File: src/design/csd_pkg.sv
// Shared types and constants of the charset stream decoder.
// Used by the front, queue, back and top-level modules.
package csd_pkg;

    typedef enum logic [2:0] {
        MODE_UTF8    = 3'd0,
        MODE_LATIN1  = 3'd1,
        MODE_ASCII   = 3'd2,
        MODE_UTF16   = 3'd3,
        MODE_UTF16BE = 3'd4,
        MODE_UTF16LE = 3'd5
    } t_mode;

    localparam logic OP_DATA = 1'b0;
    localparam logic OP_END  = 1'b1;

    localparam logic REG_CHARSET_MODE = 1'b0;

    localparam logic [15:0] UNIT_REPL = 16'hFFFD;
    localparam logic [15:0] SUR_HIGH  = 16'hD800;
    localparam logic [15:0] SUR_LOW   = 16'hDC00;
    localparam logic [20:0] SUPP_BASE = 21'h10000;

    localparam int CSD_QUEUE_DEPTH = 4;

    typedef struct packed {
        logic        two;
        logic [15:0] unit0;
        logic [15:0] unit1;
    } t_bundle;

    typedef struct packed {
        logic full;
        logic empty;
    } t_q_status;

endpackage

File: src/design/csd_front.sv
// Front end: accepts byte requests, runs the decoder state and forms unit bundles.
// Depends on csd_pkg.
module csd_front
    import csd_pkg::*;
(
    input  logic        i_clk,
    input  logic        i_rst_n,
    input  logic        i_cfg_wr,
    input  logic [2:0]  i_cfg_mode,
    output logic [2:0]  o_mode,
    input  logic        i_valid,
    output logic        o_ready,
    input  logic        i_op,
    input  logic [7:0]  i_data_byte,
    input  t_q_status   i_q_status,
    output logic        o_push,
    output t_bundle     o_bundle
);

    logic [2:0]  r_mode;
    logic [20:0] r_cp,      n_cp;
    logic [1:0]  r_left,    n_left;
    logic        r_first,   n_first;
    logic [7:0]  r_lead,    n_lead;
    logic [7:0]  r_pb,      n_pb;
    logic        r_pbv,     n_pbv;
    logic [15:0] r_hs,      n_hs;
    logic        r_hsv,     n_hsv;
    logic        r_bomc,    n_bomc;
    logic        r_le,      n_le;
    logic        r_ended,   n_ended;

    logic        accept;
    logic [1:0]  cnt;
    logic [15:0] u0, u1;
    logic        is_utf16;
    logic [1:0]  f_need;
    logic [20:0] f_cp;
    logic [7:0]  lo, hi;
    logic [20:0] cp_next, cp_off;
    logic [15:0] pair;
    logic        pair_high, pair_low;

    assign o_ready = !i_q_status.full;
    assign accept  = i_valid && o_ready;
    assign o_mode  = r_mode;
    assign is_utf16 = (r_mode == MODE_UTF16) || (r_mode == MODE_UTF16BE)
                   || (r_mode == MODE_UTF16LE);

    always_comb begin
        f_need = 2'd0;
        if (i_data_byte >= 8'hC2 && i_data_byte <= 8'hDF) begin
            f_need = 2'd1;
        end else if (i_data_byte >= 8'hE0 && i_data_byte <= 8'hEF) begin
            f_need = 2'd2;
        end else if (i_data_byte >= 8'hF0 && i_data_byte <= 8'hF4) begin
            f_need = 2'd3;
        end
        case (f_need)
            2'd1:    f_cp = {16'd0, i_data_byte[4:0]};
            2'd2:    f_cp = {17'd0, i_data_byte[3:0]};
            default: f_cp = {18'd0, i_data_byte[2:0]};
        endcase
        lo = 8'h80;
        hi = 8'hBF;
        if (r_first) begin
            case (r_lead)
                8'hE0:   lo = 8'hA0;
                8'hED:   hi = 8'h9F;
                8'hF0:   lo = 8'h90;
                8'hF4:   hi = 8'h8F;
                default: ;
            endcase
        end
        cp_next   = {r_cp[14:0], i_data_byte[5:0]};
        cp_off    = cp_next - SUPP_BASE;
        pair      = r_le ? {i_data_byte, r_pb} : {r_pb, i_data_byte};
        pair_high = (pair >= 16'hD800) && (pair <= 16'hDBFF);
        pair_low  = (pair >= 16'hDC00) && (pair <= 16'hDFFF);
    end

    always_comb begin
        n_cp    = r_cp;
        n_left  = r_left;
        n_first = r_first;
        n_lead  = r_lead;
        n_pb    = r_pb;
        n_pbv   = r_pbv;
        n_hs    = r_hs;
        n_hsv   = r_hsv;
        n_bomc  = r_bomc;
        n_le    = r_le;
        n_ended = r_ended;
        cnt     = 2'd0;
        u0      = UNIT_REPL;
        u1      = UNIT_REPL;
        if (!r_ended) begin
            if (i_op == OP_END) begin
                n_ended = 1'b1;
                if (is_utf16) begin
                    cnt   = {1'b0, r_hsv} + {1'b0, r_pbv};
                    n_hsv = 1'b0;
                    n_pbv = 1'b0;
                end else if (r_mode != MODE_LATIN1 && r_mode != MODE_ASCII) begin
                    cnt     = (r_left != 2'd0) ? 2'd1 : 2'd0;
                    n_left  = 2'd0;
                    n_first = 1'b0;
                end
            end else if (r_mode == MODE_LATIN1) begin
                cnt = 2'd1;
                u0  = {8'd0, i_data_byte};
            end else if (r_mode == MODE_ASCII) begin
                cnt = 2'd1;
                u0  = i_data_byte[7] ? UNIT_REPL : {8'd0, i_data_byte};
            end else if (is_utf16) begin
                if (!r_pbv) begin
                    n_pb  = i_data_byte;
                    n_pbv = 1'b1;
                end else begin
                    n_pbv = 1'b0;
                    n_pb  = 8'd0;
                    if (r_mode == MODE_UTF16 && !r_bomc && r_pb == 8'hFE
                        && i_data_byte == 8'hFF) begin
                        n_bomc = 1'b1;
                    end else if (r_mode == MODE_UTF16 && !r_bomc && r_pb == 8'hFF
                                 && i_data_byte == 8'hFE) begin
                        n_bomc = 1'b1;
                        n_le   = 1'b1;
                    end else begin
                        if (r_mode == MODE_UTF16) begin
                            n_bomc = 1'b1;
                        end
                        if (r_hsv && pair_low) begin
                            cnt   = 2'd2;
                            u0    = r_hs;
                            u1    = pair;
                            n_hsv = 1'b0;
                            n_hs  = 16'd0;
                        end else begin
                            n_hsv = 1'b0;
                            n_hs  = 16'd0;
                            if (pair_high) begin
                                n_hs  = pair;
                                n_hsv = 1'b1;
                                cnt   = r_hsv ? 2'd1 : 2'd0;
                            end else if (pair_low) begin
                                cnt = r_hsv ? 2'd2 : 2'd1;
                            end else if (r_hsv) begin
                                cnt = 2'd2;
                                u1  = pair;
                            end else begin
                                cnt = 2'd1;
                                u0  = pair;
                            end
                        end
                    end
                end
            end else begin
                if (r_left == 2'd0 || i_data_byte < lo || i_data_byte > hi) begin
                    // restart: emit a replacement if a sequence was open, then decode this byte afresh
                    if (r_left != 2'd0) begin
                        cnt = 2'd1;
                    end
                    n_left  = 2'd0;
                    n_first = 1'b0;
                    n_cp    = 21'd0;
                    if (!i_data_byte[7]) begin
                        if (cnt == 2'd0) begin
                            u0 = {8'd0, i_data_byte};
                        end else begin
                            u1 = {8'd0, i_data_byte};
                        end
                        cnt = cnt + 2'd1;
                    end else if (f_need == 2'd0) begin
                        cnt = cnt + 2'd1;
                    end else begin
                        n_left  = f_need;
                        n_first = 1'b1;
                        n_lead  = i_data_byte;
                        n_cp    = f_cp;
                    end
                end else begin
                    n_cp    = cp_next;
                    n_first = 1'b0;
                    n_left  = r_left - 2'd1;
                    if (r_left == 2'd1) begin
                        n_cp = 21'd0;
                        if (cp_next >= SUPP_BASE) begin
                            cnt = 2'd2;
                            u0  = SUR_HIGH + {5'd0, cp_off[20:10]};
                            u1  = SUR_LOW + {6'd0, cp_off[9:0]};
                        end else begin
                            cnt = 2'd1;
                            u0  = cp_next[15:0];
                        end
                    end
                end
            end
        end
    end

    assign o_push         = accept && (cnt != 2'd0);
    assign o_bundle.two   = (cnt == 2'd2);
    assign o_bundle.unit0 = u0;
    assign o_bundle.unit1 = u1;

    always_ff @(posedge i_clk) begin
        if (!i_rst_n || i_cfg_wr) begin
            r_cp    <= 21'd0;
            r_left  <= 2'd0;
            r_first <= 1'b0;
            r_lead  <= 8'd0;
            r_pb    <= 8'd0;
            r_pbv   <= 1'b0;
            r_hs    <= 16'd0;
            r_hsv   <= 1'b0;
            r_bomc  <= 1'b0;
            r_ended <= 1'b0;
            r_le    <= i_rst_n && (i_cfg_mode == MODE_UTF16LE);
            r_mode  <= i_rst_n ? i_cfg_mode : MODE_UTF8;
        end else if (accept) begin
            r_cp    <= n_cp;
            r_left  <= n_left;
            r_first <= n_first;
            r_lead  <= n_lead;
            r_pb    <= n_pb;
            r_pbv   <= n_pbv;
            r_hs    <= n_hs;
            r_hsv   <= n_hsv;
            r_bomc  <= n_bomc;
            r_le    <= n_le;
            r_ended <= n_ended;
        end
    end

endmodule

File: src/design/csd_queue.sv
// Short bundle queue between the decoder front and the output back end.
// Depends on csd_pkg.
module csd_queue
    import csd_pkg::*;
#(
    parameter int DEPTH = CSD_QUEUE_DEPTH
)
(
    input  logic      i_clk,
    input  logic      i_rst_n,
    input  logic      i_push,
    input  t_bundle   i_bundle,
    input  logic      i_pop,
    output t_bundle   o_head,
    output t_q_status o_status
);

    localparam int PW = (DEPTH > 1) ? $clog2(DEPTH) : 1;
    localparam int CW = $clog2(DEPTH + 1);

    t_bundle         r_mem [DEPTH];
    logic [PW-1:0]   r_wr, n_wr;
    logic [PW-1:0]   r_rd, n_rd;
    logic [CW-1:0]   r_count, n_count;

    assign o_status.full  = (r_count == CW'(DEPTH));
    assign o_status.empty = (r_count == '0);
    assign o_head         = r_mem[r_rd];

    always_comb begin
        n_wr    = r_wr;
        n_rd    = r_rd;
        n_count = r_count;
        if (i_push) begin
            n_wr = (r_wr == PW'(DEPTH - 1)) ? '0 : r_wr + 1'b1;
        end
        if (i_pop) begin
            n_rd = (r_rd == PW'(DEPTH - 1)) ? '0 : r_rd + 1'b1;
        end
        if (i_push && !i_pop) begin
            n_count = r_count + 1'b1;
        end else if (!i_push && i_pop) begin
            n_count = r_count - 1'b1;
        end
    end

    always_ff @(posedge i_clk) begin
        if (!i_rst_n) begin
            r_wr    <= '0;
            r_rd    <= '0;
            r_count <= '0;
        end else begin
            r_wr    <= n_wr;
            r_rd    <= n_rd;
            r_count <= n_count;
        end
    end

    always_ff @(posedge i_clk) begin
        if (i_push) begin
            r_mem[r_wr] <= i_bundle;
        end
    end

    a_no_overflow: assert property (@(posedge i_clk) disable iff (!i_rst_n)
        i_push && !i_pop |-> !o_status.full)
        else $error("push into full queue");

    a_no_underflow: assert property (@(posedge i_clk) disable iff (!i_rst_n)
        i_pop |-> !o_status.empty)
        else $error("pop from empty queue");

    a_count_track: assert property (@(posedge i_clk) disable iff (!i_rst_n)
        i_push && !i_pop |=> r_count == $past(r_count) + 1'b1)
        else $error("queue count lost a push");

endmodule

File: src/design/csd_back.sv
// Back end: pops unit bundles and presents one code unit per cycle while i_ready is high, from output registers.
// Depends on csd_pkg.
module csd_back
    import csd_pkg::*;
(
    input  logic        i_clk,
    input  logic        i_rst_n,
    input  t_bundle     i_head,
    input  t_q_status   i_q_status,
    output logic        o_pop,
    output logic        o_valid,
    input  logic        i_ready,
    output logic [15:0] o_code_unit,
    output logic        o_last
);

    t_bundle r_bundle;
    logic    r_valid, n_valid;
    logic    r_idx,   n_idx;
    logic    fire;
    logic    done;

    assign fire  = r_valid && i_ready;
    assign done  = !r_valid || (fire && (!r_bundle.two || r_idx));
    assign o_pop = done && !i_q_status.empty;

    assign o_valid     = r_valid;
    assign o_code_unit = r_idx ? r_bundle.unit1 : r_bundle.unit0;
    assign o_last      = !r_bundle.two || r_idx;

    always_comb begin
        n_valid = r_valid;
        n_idx   = r_idx;
        if (done) begin
            n_valid = !i_q_status.empty;
            n_idx   = 1'b0;
        end else if (fire) begin
            n_idx = 1'b1;
        end
    end

    always_ff @(posedge i_clk) begin
        if (!i_rst_n) begin
            r_valid <= 1'b0;
            r_idx   <= 1'b0;
        end else begin
            r_valid <= n_valid;
            r_idx   <= n_idx;
        end
    end

    always_ff @(posedge i_clk) begin
        if (o_pop) begin
            r_bundle <= i_head;
        end
    end

endmodule

File: src/design/charset_stream_to_utf16_decoder_core.sv
// Top level of the charset stream decoder: register port, front, queue and back.
// Depends on csd_pkg, csd_front, csd_queue and csd_back.
//
//   channel  direction  handshake              payload
//   input    in         i_valid / o_ready      i_op, i_data_byte
//   output   out        o_valid / i_ready      o_code_unit, o_last
//   config   in         psel/penable/pwrite    paddr, pwdata, prdata, pready
//
// One request is taken per cycle while o_ready is high; the decoder state updates in
// the front in that cycle. Code units leave one per cycle while i_ready is high, so a
// request that yields a surrogate pair or a replacement plus a unit holds the output
// for both of its units; the bundle queue absorbs this. Reset is synchronous, no clearing
// pass. o_ready drops only while the bundle queue is full.
module charset_stream_to_utf16_decoder_core
    import csd_pkg::*;
#(
    parameter int QUEUE_DEPTH = CSD_QUEUE_DEPTH
)
(
    input  logic        i_clk,
    input  logic        i_rst_n,
    input  logic        psel,
    input  logic        penable,
    input  logic        pwrite,
    input  logic [2:0]  paddr,
    input  logic [31:0] pwdata,
    output logic [31:0] prdata,
    output logic        pready,
    input  logic        i_valid,
    output logic        o_ready,
    input  logic        i_op,
    input  logic [7:0]  i_data_byte,
    output logic        o_valid,
    input  logic        i_ready,
    output logic [15:0] o_code_unit,
    output logic        o_last
);

    logic       cfg_wr;
    logic [2:0] mode;
    logic       push;
    logic       pop;
    t_bundle    push_bundle;
    t_bundle    head;
    t_q_status  q_status;

    assign pready = 1'b1;
    assign cfg_wr = psel && penable && pwrite && (paddr[2] == REG_CHARSET_MODE);
    assign prdata = (paddr[2] == REG_CHARSET_MODE) ? {29'd0, mode} : 32'd0;

    csd_front u_front (
        .i_clk       (i_clk),
        .i_rst_n     (i_rst_n),
        .i_cfg_wr    (cfg_wr),
        .i_cfg_mode  (pwdata[2:0]),
        .o_mode      (mode),
        .i_valid     (i_valid),
        .o_ready     (o_ready),
        .i_op        (i_op),
        .i_data_byte (i_data_byte),
        .i_q_status  (q_status),
        .o_push      (push),
        .o_bundle    (push_bundle)
    );

    csd_queue #(
        .DEPTH (QUEUE_DEPTH)
    ) u_queue (
        .i_clk    (i_clk),
        .i_rst_n  (i_rst_n),
        .i_push   (push),
        .i_bundle (push_bundle),
        .i_pop    (pop),
        .o_head   (head),
        .o_status (q_status)
    );

    csd_back u_back (
        .i_clk       (i_clk),
        .i_rst_n     (i_rst_n),
        .i_head      (head),
        .i_q_status  (q_status),
        .o_pop       (pop),
        .o_valid     (o_valid),
        .i_ready     (i_ready),
        .o_code_unit (o_code_unit),
        .o_last      (o_last)
    );

endmodule

File: config.mk
export PLATFORM = sky130hd
export DESIGN_NAME = charset_stream_to_utf16_decoder_core
export DESIGN_NICKNAME = d
export VERILOG_FILES = /design/src/design/csd_pkg.sv /design/src/design/csd_front.sv /design/src/design/csd_queue.sv /design/src/design/csd_back.sv /design/src/design/charset_stream_to_utf16_decoder_core.sv
export SDC_FILE = /design/constraint.sdc
export NUM_CORES = 1
export LEC_CHECK = 0
export BUFFER_PORTS_ARGS = -buffer_cell sky130_fd_sc_hd__buf_2
export CAP_MARGIN = 25
export CORE_MARGIN = 1
export CORE_UTILIZATION = 40
export DETAILED_ROUTE_END_ITERATION = 8
export MAX_ROUTING_LAYER = met4
export PLACE_DENSITY = 0.62
export SKIP_LAST_GASP = 1
export SLEW_MARGIN = 20
export SYNTH_ARGS = -nofsm -noshare
export SYNTH_HDL_FRONTEND = slang
export SYNTH_SLANG_ARGS = --single-unit
File: constraint.sdc
create_clock -name i_clk -period 6.3 [get_ports i_clk]
set_input_delay 1.89 -clock i_clk [delete_from_list [all_inputs] [get_ports i_clk]]
set_output_delay 1.89 -clock i_clk [all_outputs]
set_load 0.005 [all_outputs]
Word level (Yosys, flattened, before mapping)
Memory sizes are Yosys's and may differ from the RTL's. A register that Yosys moved wholly into a read port is not among the register bits. Index checks and enable logic that the tools add are counted.

Output and inout bits: 52. Flip-flop bits (word level): 67. Bits in writable memories: 132. Word-level logic and storage cells: 278. Memories: 1. Input bits: 51.

Reduce and logical (&&, ||, !) cells: 61. Equality and inequality tests: 33. Muxes and demuxes: 133. Magnitude comparators: 13. Add/subtract/negate cells: 10. Bitwise gates (word level): 10.

Memory list: u_queue.r_mem (depth 4, bits a word 33, read ports 1, clocked after Yosys merged registers in 1, write ports 1, line csd_queue.sv:21) `t_bundle r_mem [DEPTH];`.

Operator list (number): 16-bit 2-to-1 mux (39); 2-bit 2-to-1 mux (38); 8-bit equality test, second input constant (8); 1-bit 2-to-1 mux (43); 16-bit greater-or-equal comparator, second input constant (2); 16-bit <= comparator, second input constant (2); 15-bit 2-to-1 mux (2); 9-bit AND reduction (3); 8-bit greater-or-equal comparator, second input constant (3); 8-bit <= comparator, second input constant (3); 8-bit 2-to-1 mux (3); 6-bit one-hot mux with 2 select lines (2); 1-bit logical AND (23); 21-bit by 17-bit greater-or-equal comparator with 1-bit output, second input constant (1); 21-bit by 17-bit subtractor with 21-bit output, second input constant (1); 6-bit AND reduction (3); 15-bit by 11-bit adder with 16-bit output, first input constant (1); 15-bit by 12-bit adder with 16-bit output, first input constant (1); 2-bit inequality test, second input constant (8); 8-bit AND reduction (2); 2-bit nonzero test (8); 3-bit equality test, second input constant (4); 5-bit 2-to-1 mux (2); 1-bit NOT (10); 23 further kinds (48).

Longest topological paths before layout
Depth in word-level cells: 27. Gate-level depth with buffers: 18. Gate-level depth less buffers: 17.

Modules after synthesis
From an unflattened synthesis, not the netlist that was laid out.

Cell total of the unflattened synthesis: 879. Area total of the unflattened synthesis: 11000.6 sq um.

By module, submodules not included: csd_queue (area an instance 5266.3 sq um, cells an instance 217, instances 1, seq. area each 4144.0 sq um); csd_front (area an instance 4127.7 sq um, cells an instance 564, instances 1, seq. area each 1201.2 sq um); csd_back (area an instance 1337.5 sq um, cells an instance 62, instances 1, seq. area each 1031.0 sq um); charset_stream_to_utf16_decoder_core (area an instance 269.0 sq um, cells an instance 36, instances 1, seq. area each 0.0 sq um).

Least setup slack after synthesis
Ideal clock, no wire load.

Kind: input to register. Start: input port i_ready. End: register u_queue.r_count[2]. Arrival time: 4964 ps. Library setup time: 76 ps. Required time: 6224 ps. Path buffers: 0. Path slack: 1261 ps. Stages: 9. Path through: nand2_1 -> a21oi_1 -> inv_1 -> ha_1 -> inv_1 -> fa_1 -> xor2_1 -> or3_1 -> a21boi_0.

Cells in the longest elaborated chain, start to end: 7. Elaborated cells between the ends (all ways): 9.

RTL lines: start, declared (line charset_stream_to_utf16_decoder_core.sv:34) `input logic i_ready,`; 1-bit logical AND (*) (line csd_back.sv:23) `assign fire = r_valid && i_ready;`; 1-bit logical AND (*) (line csd_back.sv:24) `assign done = !r_valid || (fire && (!r_bundle.two || r_idx));`; 1-bit logical OR (*) (line csd_back.sv:24); 1-bit logical AND (*) (line csd_back.sv:25) `assign o_pop = done && !i_q_status.empty;`; net pop (line charset_stream_to_utf16_decoder_core.sv:42) `logic pop;`; 1-bit logical NOT (line csd_queue.sv:40) `if (i_push && !i_pop) begin`; 1-bit logical AND (line csd_queue.sv:40); 3-bit 2-to-1 mux / 2-bit nonzero test (equally long branches); end signal, assigned (line csd_queue.sv:55) `r_count <= n_count;`; end, declared (line csd_queue.sv:24) `logic [CW-1:0] r_count, n_count;`.

Mark *: on every way through the listed nets, which the timed path passes. The rest lies on a longest branch. A chain may end at the register's enable or synchronous reset.

Worst setup path in the final report
Start: input port i_data_byte[5]. End: register u_queue.r_count[2].

Cells in the longest elaborated chain, start to end: 19. Elaborated cells between the ends (all ways): 52.

RTL lines: start, declared (line charset_stream_to_utf16_decoder_core.sv:32) `input logic [7:0] i_data_byte,`; 8-bit greater-or-equal comparator / 8-bit <= comparator (equally long branches) (line csd_front.sv:56) `end else if (i_data_byte >= 8'hF0 && i_data_byte <= 8'hF4) begin`; 1-bit logical AND (line csd_front.sv:56); 2-bit 2-to-1 mux (line csd_front.sv:56); 2-bit 2-to-1 mux (line csd_front.sv:54) `end else if (i_data_byte >= 8'hE0 && i_data_byte <= 8'hEF) begin`; 2-bit 2-to-1 mux (line csd_front.sv:52) `if (i_data_byte >= 8'hC2 && i_data_byte <= 8'hDF) begin`; 2-bit logical NOT (line csd_front.sv:174) `end else if (f_need == 2'd0) begin`; 2-bit 2-to-1 mux (line csd_front.sv:174); 2-bit 2-to-1 mux (line csd_front.sv:167) `if (!i_data_byte[7]) begin`; [... 4 more ...]; 2-bit 2-to-1 mux (*) (line csd_front.sv:98) `if (i_op == OP_END) begin`; 2-bit 2-to-1 mux (*) (line csd_front.sv:97) `if (!r_ended) begin`; 2-bit nonzero test (*) (line csd_front.sv:202) `assign o_push = accept && (cnt != 2'd0);`; 1-bit logical AND (*) (line csd_front.sv:202); net push (line charset_stream_to_utf16_decoder_core.sv:41) `logic push;`; 1-bit logical NOT (line csd_queue.sv:42) `end else if (!i_push && i_pop) begin`; 1-bit logical AND (line csd_queue.sv:42); 2-bit nonzero test (no source line).

Marks and branches as above.

==> impl_metrics.py <==
metrics = {
    "yosys": {
        "synth_top_family_by_area": "simple AND/OR/NAND/NOR gates",
        "synth_top_area_cell": "edfxtp_1",
        "avgSynthCellArea_um2": 12.3,
        "synth.area.top_cells": "edfxtp_1 (47%), dfxtp_1 (12%), mux4_2 (7.0%)",
        "seq_area_frac_synth": 0.593,
        "netlist_area_mm2": 0.0107,
        "synthXorXnorAreaFrac": 0.00492,
        "synthMuxAreaShare": 0.111,
        "synth_top_cell_area_share": 0.475,
        "synth_cell_type_count": 71,
        "synth-async-reset-ratio": 0,
        "syn-instance-count": 868,
        "synth_adder_area_share": 0.0194,
        "synth_edf_count": 169,
        "synth-simple-area-share": 0.118,
        "synth_compound_area_frac": 0.107,
        "ys_ff_latch": 232,
        "synthFlopType": "edfxtp_1",
        "synth_warnings": 0,
    },
    "worst_setup_path": {
        "path_delay_family": "compound AO/OA/AOI/OAI gates",
        "startpoint_type": "input pin",
        "crit_type": "input pin to flop",
        "cp_max_fo": 14,
        "slowest_delay_ns": 0.48,
        "critPathArrivalTime_ns": 5.36,
        "crit_required_ns": 6.76,
        "cpMaxStageDelayCell": "o2111a_1",
        "crit_top_cell": "ha_1",
        "crit_buf_inv": 2,
        "r2r_slack_ns": 2.22,
        "crit_chain": "buf_2 -> ha_1 -> nand3_1 -> o21ai_0 -> o2111a_1 -> a221o_1 -> o211ai_2 -> o211ai_4 -> ha_1 -> inv_1 -> fa_1 -> xor2_1 -> or3_1 -> a21boi_0",
        "cp-end-kind": "flop",
    },
    "outcome": {
        "run_status": "finished, violations left",
        "violations": "design-rule violations",
    },
    "route": {
        "wirelength_um": 23700,
        "drtAntennaViolNets": 0,
        "drt-pass1-iter-count": 7,
        "num_vias": 6898,
        "remaining_drc_errors": 10,
        "first_iter_violations": 662,
        "wl_per_cell_um": 18.9,
        "viasPerCell": 5.50,
    },
    "grt": {
        "antenna_found_initial": 0,
        "grt_pass1_wl_um": 36900,
        "grt-ovfl-total": 0,
        "grt_pass1_vias": 6483,
        "grt_start_max_net_pins": 37,
        "grt.total_usage": 0.182,
    },
    "sta": {
        "period_minus_slack_ns": 4.90,
        "slew_violations": 0,
        "fin_tns_setup_ns": 0,
        "clock_skew_ns": 0.0153,
        "rsz0062_at_grt": "false",
        "layout_setup_ws_ns": 1.40,
        "hold_violations": 0,
        "max_freq_mhz": 204,
        "slew_headroom": 0.382,
        "finalCritPeriodShare": 0.777,
        "worstMarginPinSlew_ns": 0.927,
        "setup_viol": 0,
    },
    "floorplan": {
        "dieArea_mm2": 0.0274,
        "rows": 59,
        "die_y_um": 165,
        "fp.coreArea_mm2": 0.0261,
        "io_pins": 103,
        "die_w_um": 165,
        "start_util": 0.409,
    },
    "placement": {
        "place_hpwl_um": 15500,
        "portBuffers": 41,
        "gp_congestion": 0.936,
        "pre_cts_slack_ns": 0.891,
    },
    "cts": {
        "numClockSinks": 232,
        "cts_resized": 0,
        "ctsHoldBuffers": 0,
        "cts_tree": "yes",
        "numCtsBuffers": 25,
        "post_cts_buffers": 0,
        "insertion_delay_ns": 0.53,
        "cts_htree_levels": 1,
        "clk_pin_slew_ns": 0.06,
        "cts.path.max_buffers": 3,
        "cts_root_buf": "clkbuf_16",
    },
    "cells_and_area": {
        "post-route-util": 0.460,
        "area_growth_syn_to_layout_pct": 12.5,
        "fin_nets": 967,
        "drive_above_1_share": 0.182,
        "antenna_cells": 0,
    },
    "pwr": {
        "finalPower_mw": 4.43,
        "p_leak_nw": 4.08,
        "p_per_area_mw_per_mm2": 369,
        "worst_ir_drop_vdd_uv": 208,
    },
    "flow_run": {
        "maxCapViolations": 0,
    },
    "hold_path": {
        "hp-class": "flop to flop",
    },
}
-- sequential cells by signal (all words and copies together) (netlist names), 3 cells and up --
name,flops
u_front.r_hs,16
u_back.r_bundle,33
u_front.r_cp,15
u_queue.r_mem,132
u_queue.r_count,3
u_front.o_mode,3
u_front.r_lead,8
u_front.r_pb,8
-- cells by family after synthesis --
group | count (synthesis)
XOR/XNOR | 6
flip-flops | 232
AO/OA/AOI/OAI | 181
AND/OR/NAND/NOR | 260
other | 2
adder cells (fa/ha/maj) | 16
buffers and inverters | 96
multiplexers | 75
-- through the flow --
step / cell area, um2 / instances / hold slack [ns]
6_report: 12000 / 1254 / 0.465
5_1_grt: 12000 / 1254 / 0.498
4_1_cts: 12000 / 1254 / 0.470
3_5_place_dp: 11100 / 1208 / 0.462
3_3_place_gp: 11100 / 1208 / 0.452
2_1_floorplan: 10800 / 896 / 0.432
-- worst register-to-register path: cells and delay by family (launching register included) --
family                   cells  cell delay, ns
XOR/XNOR                     1            0.17
AO/OA/AOI/OAI                6            1.48
AND/OR/NAND/NOR              3            1.02
flip-flops                   1            0.32
adder cells (fa/ha/maj)      3            0.95
buffers and inverters        1            0.06
-- layer usage --
metal	up-vias	wire, um	global-route usage
li1	3274	-	-
met1	3360	11200	0.260
met2	227	10600	0.272
met3	37	1390	0.0247
met4	0	486	0.0446
met5	-	0	-
-- Yosys cell counts (3+ instances only) --
cell and count:
mux4_2 33, mux2_2 20, nor4_1 3, and3_1 8, o32ai_1 5, or3_1 7, nand3_1 30, ha_1 15
o31ai_1 4, o211ai_1 8, buf_2 8, nand2b_1 7, nor2_1 64, and2_1 12, edfxtp_1 169, nor2b_1 3
nand2_1 75, o22ai_1 15, o21ai_0 30, clkbuf_1 34, o21ai_1 5, nand3b_1 12, buf_4 30, nor3_1 21
xnor2_1 4, inv_1 17, a21o_1 4, buf_1 5, mux2i_1 22, a22o_1 4, dfxtp_1 63, a21oi_1 74
or2_2 4, o2bb2ai_1 5
-- final cells by class --
type,instances,area (um2)
clock inverter,21,284
sequential,232,6340
fill,2389,14100
tap,335,419
inverter,18,67.6
multi-input combinational,568,3980
timing repair buffer,55,310
clock buffer,25,626
-- where the power goes --
part           leakage, nW  switching (mW)  internal (mW)
registers             2.05          0.0695           1.90
logic                 1.59           0.472          0.393
clock network        0.443           0.614          0.982
total                 4.08            1.16           3.28
-- path summary, 6_finish.rpt --
kind | from | endpoint | cells after the start
worst max register to register | u_front.r_lead[2] | u_queue.r_count[2] | 14
worst max-delay path | i_data_byte[5] | u_queue.r_count[2] | 14
worst min register to register | u_front.r_cp[11] | u_front.r_cp[11] | 2
worst min-delay path | u_front.r_cp[11] | u_front.r_cp[11] | 2
-- placed cells by master (no fill, tap or decap), drive strengths merged, types with 12 or more instances in the layout --
master | Yosys | routed
mux2 | 20 | 20
nand3b | 12 | 12
nor2 | 65 | 65
o21ai | 35 | 35
ha | 15 | 15
inv | 18 | 21
nand3 | 30 | 30
and2 | 13 | 13
a21oi | 74 | 74
buf | 44 | 55
mux4 | 33 | 33
edfxtp | 169 | 169
nor3 | 21 | 21
conb | 2 | 30
clkbuf | 34 | 25
mux2i | 22 | 22
dfxtp | 63 | 63
nand2 | 75 | 75
o22ai | 15 | 15
(Power assumes the default switching activity.)
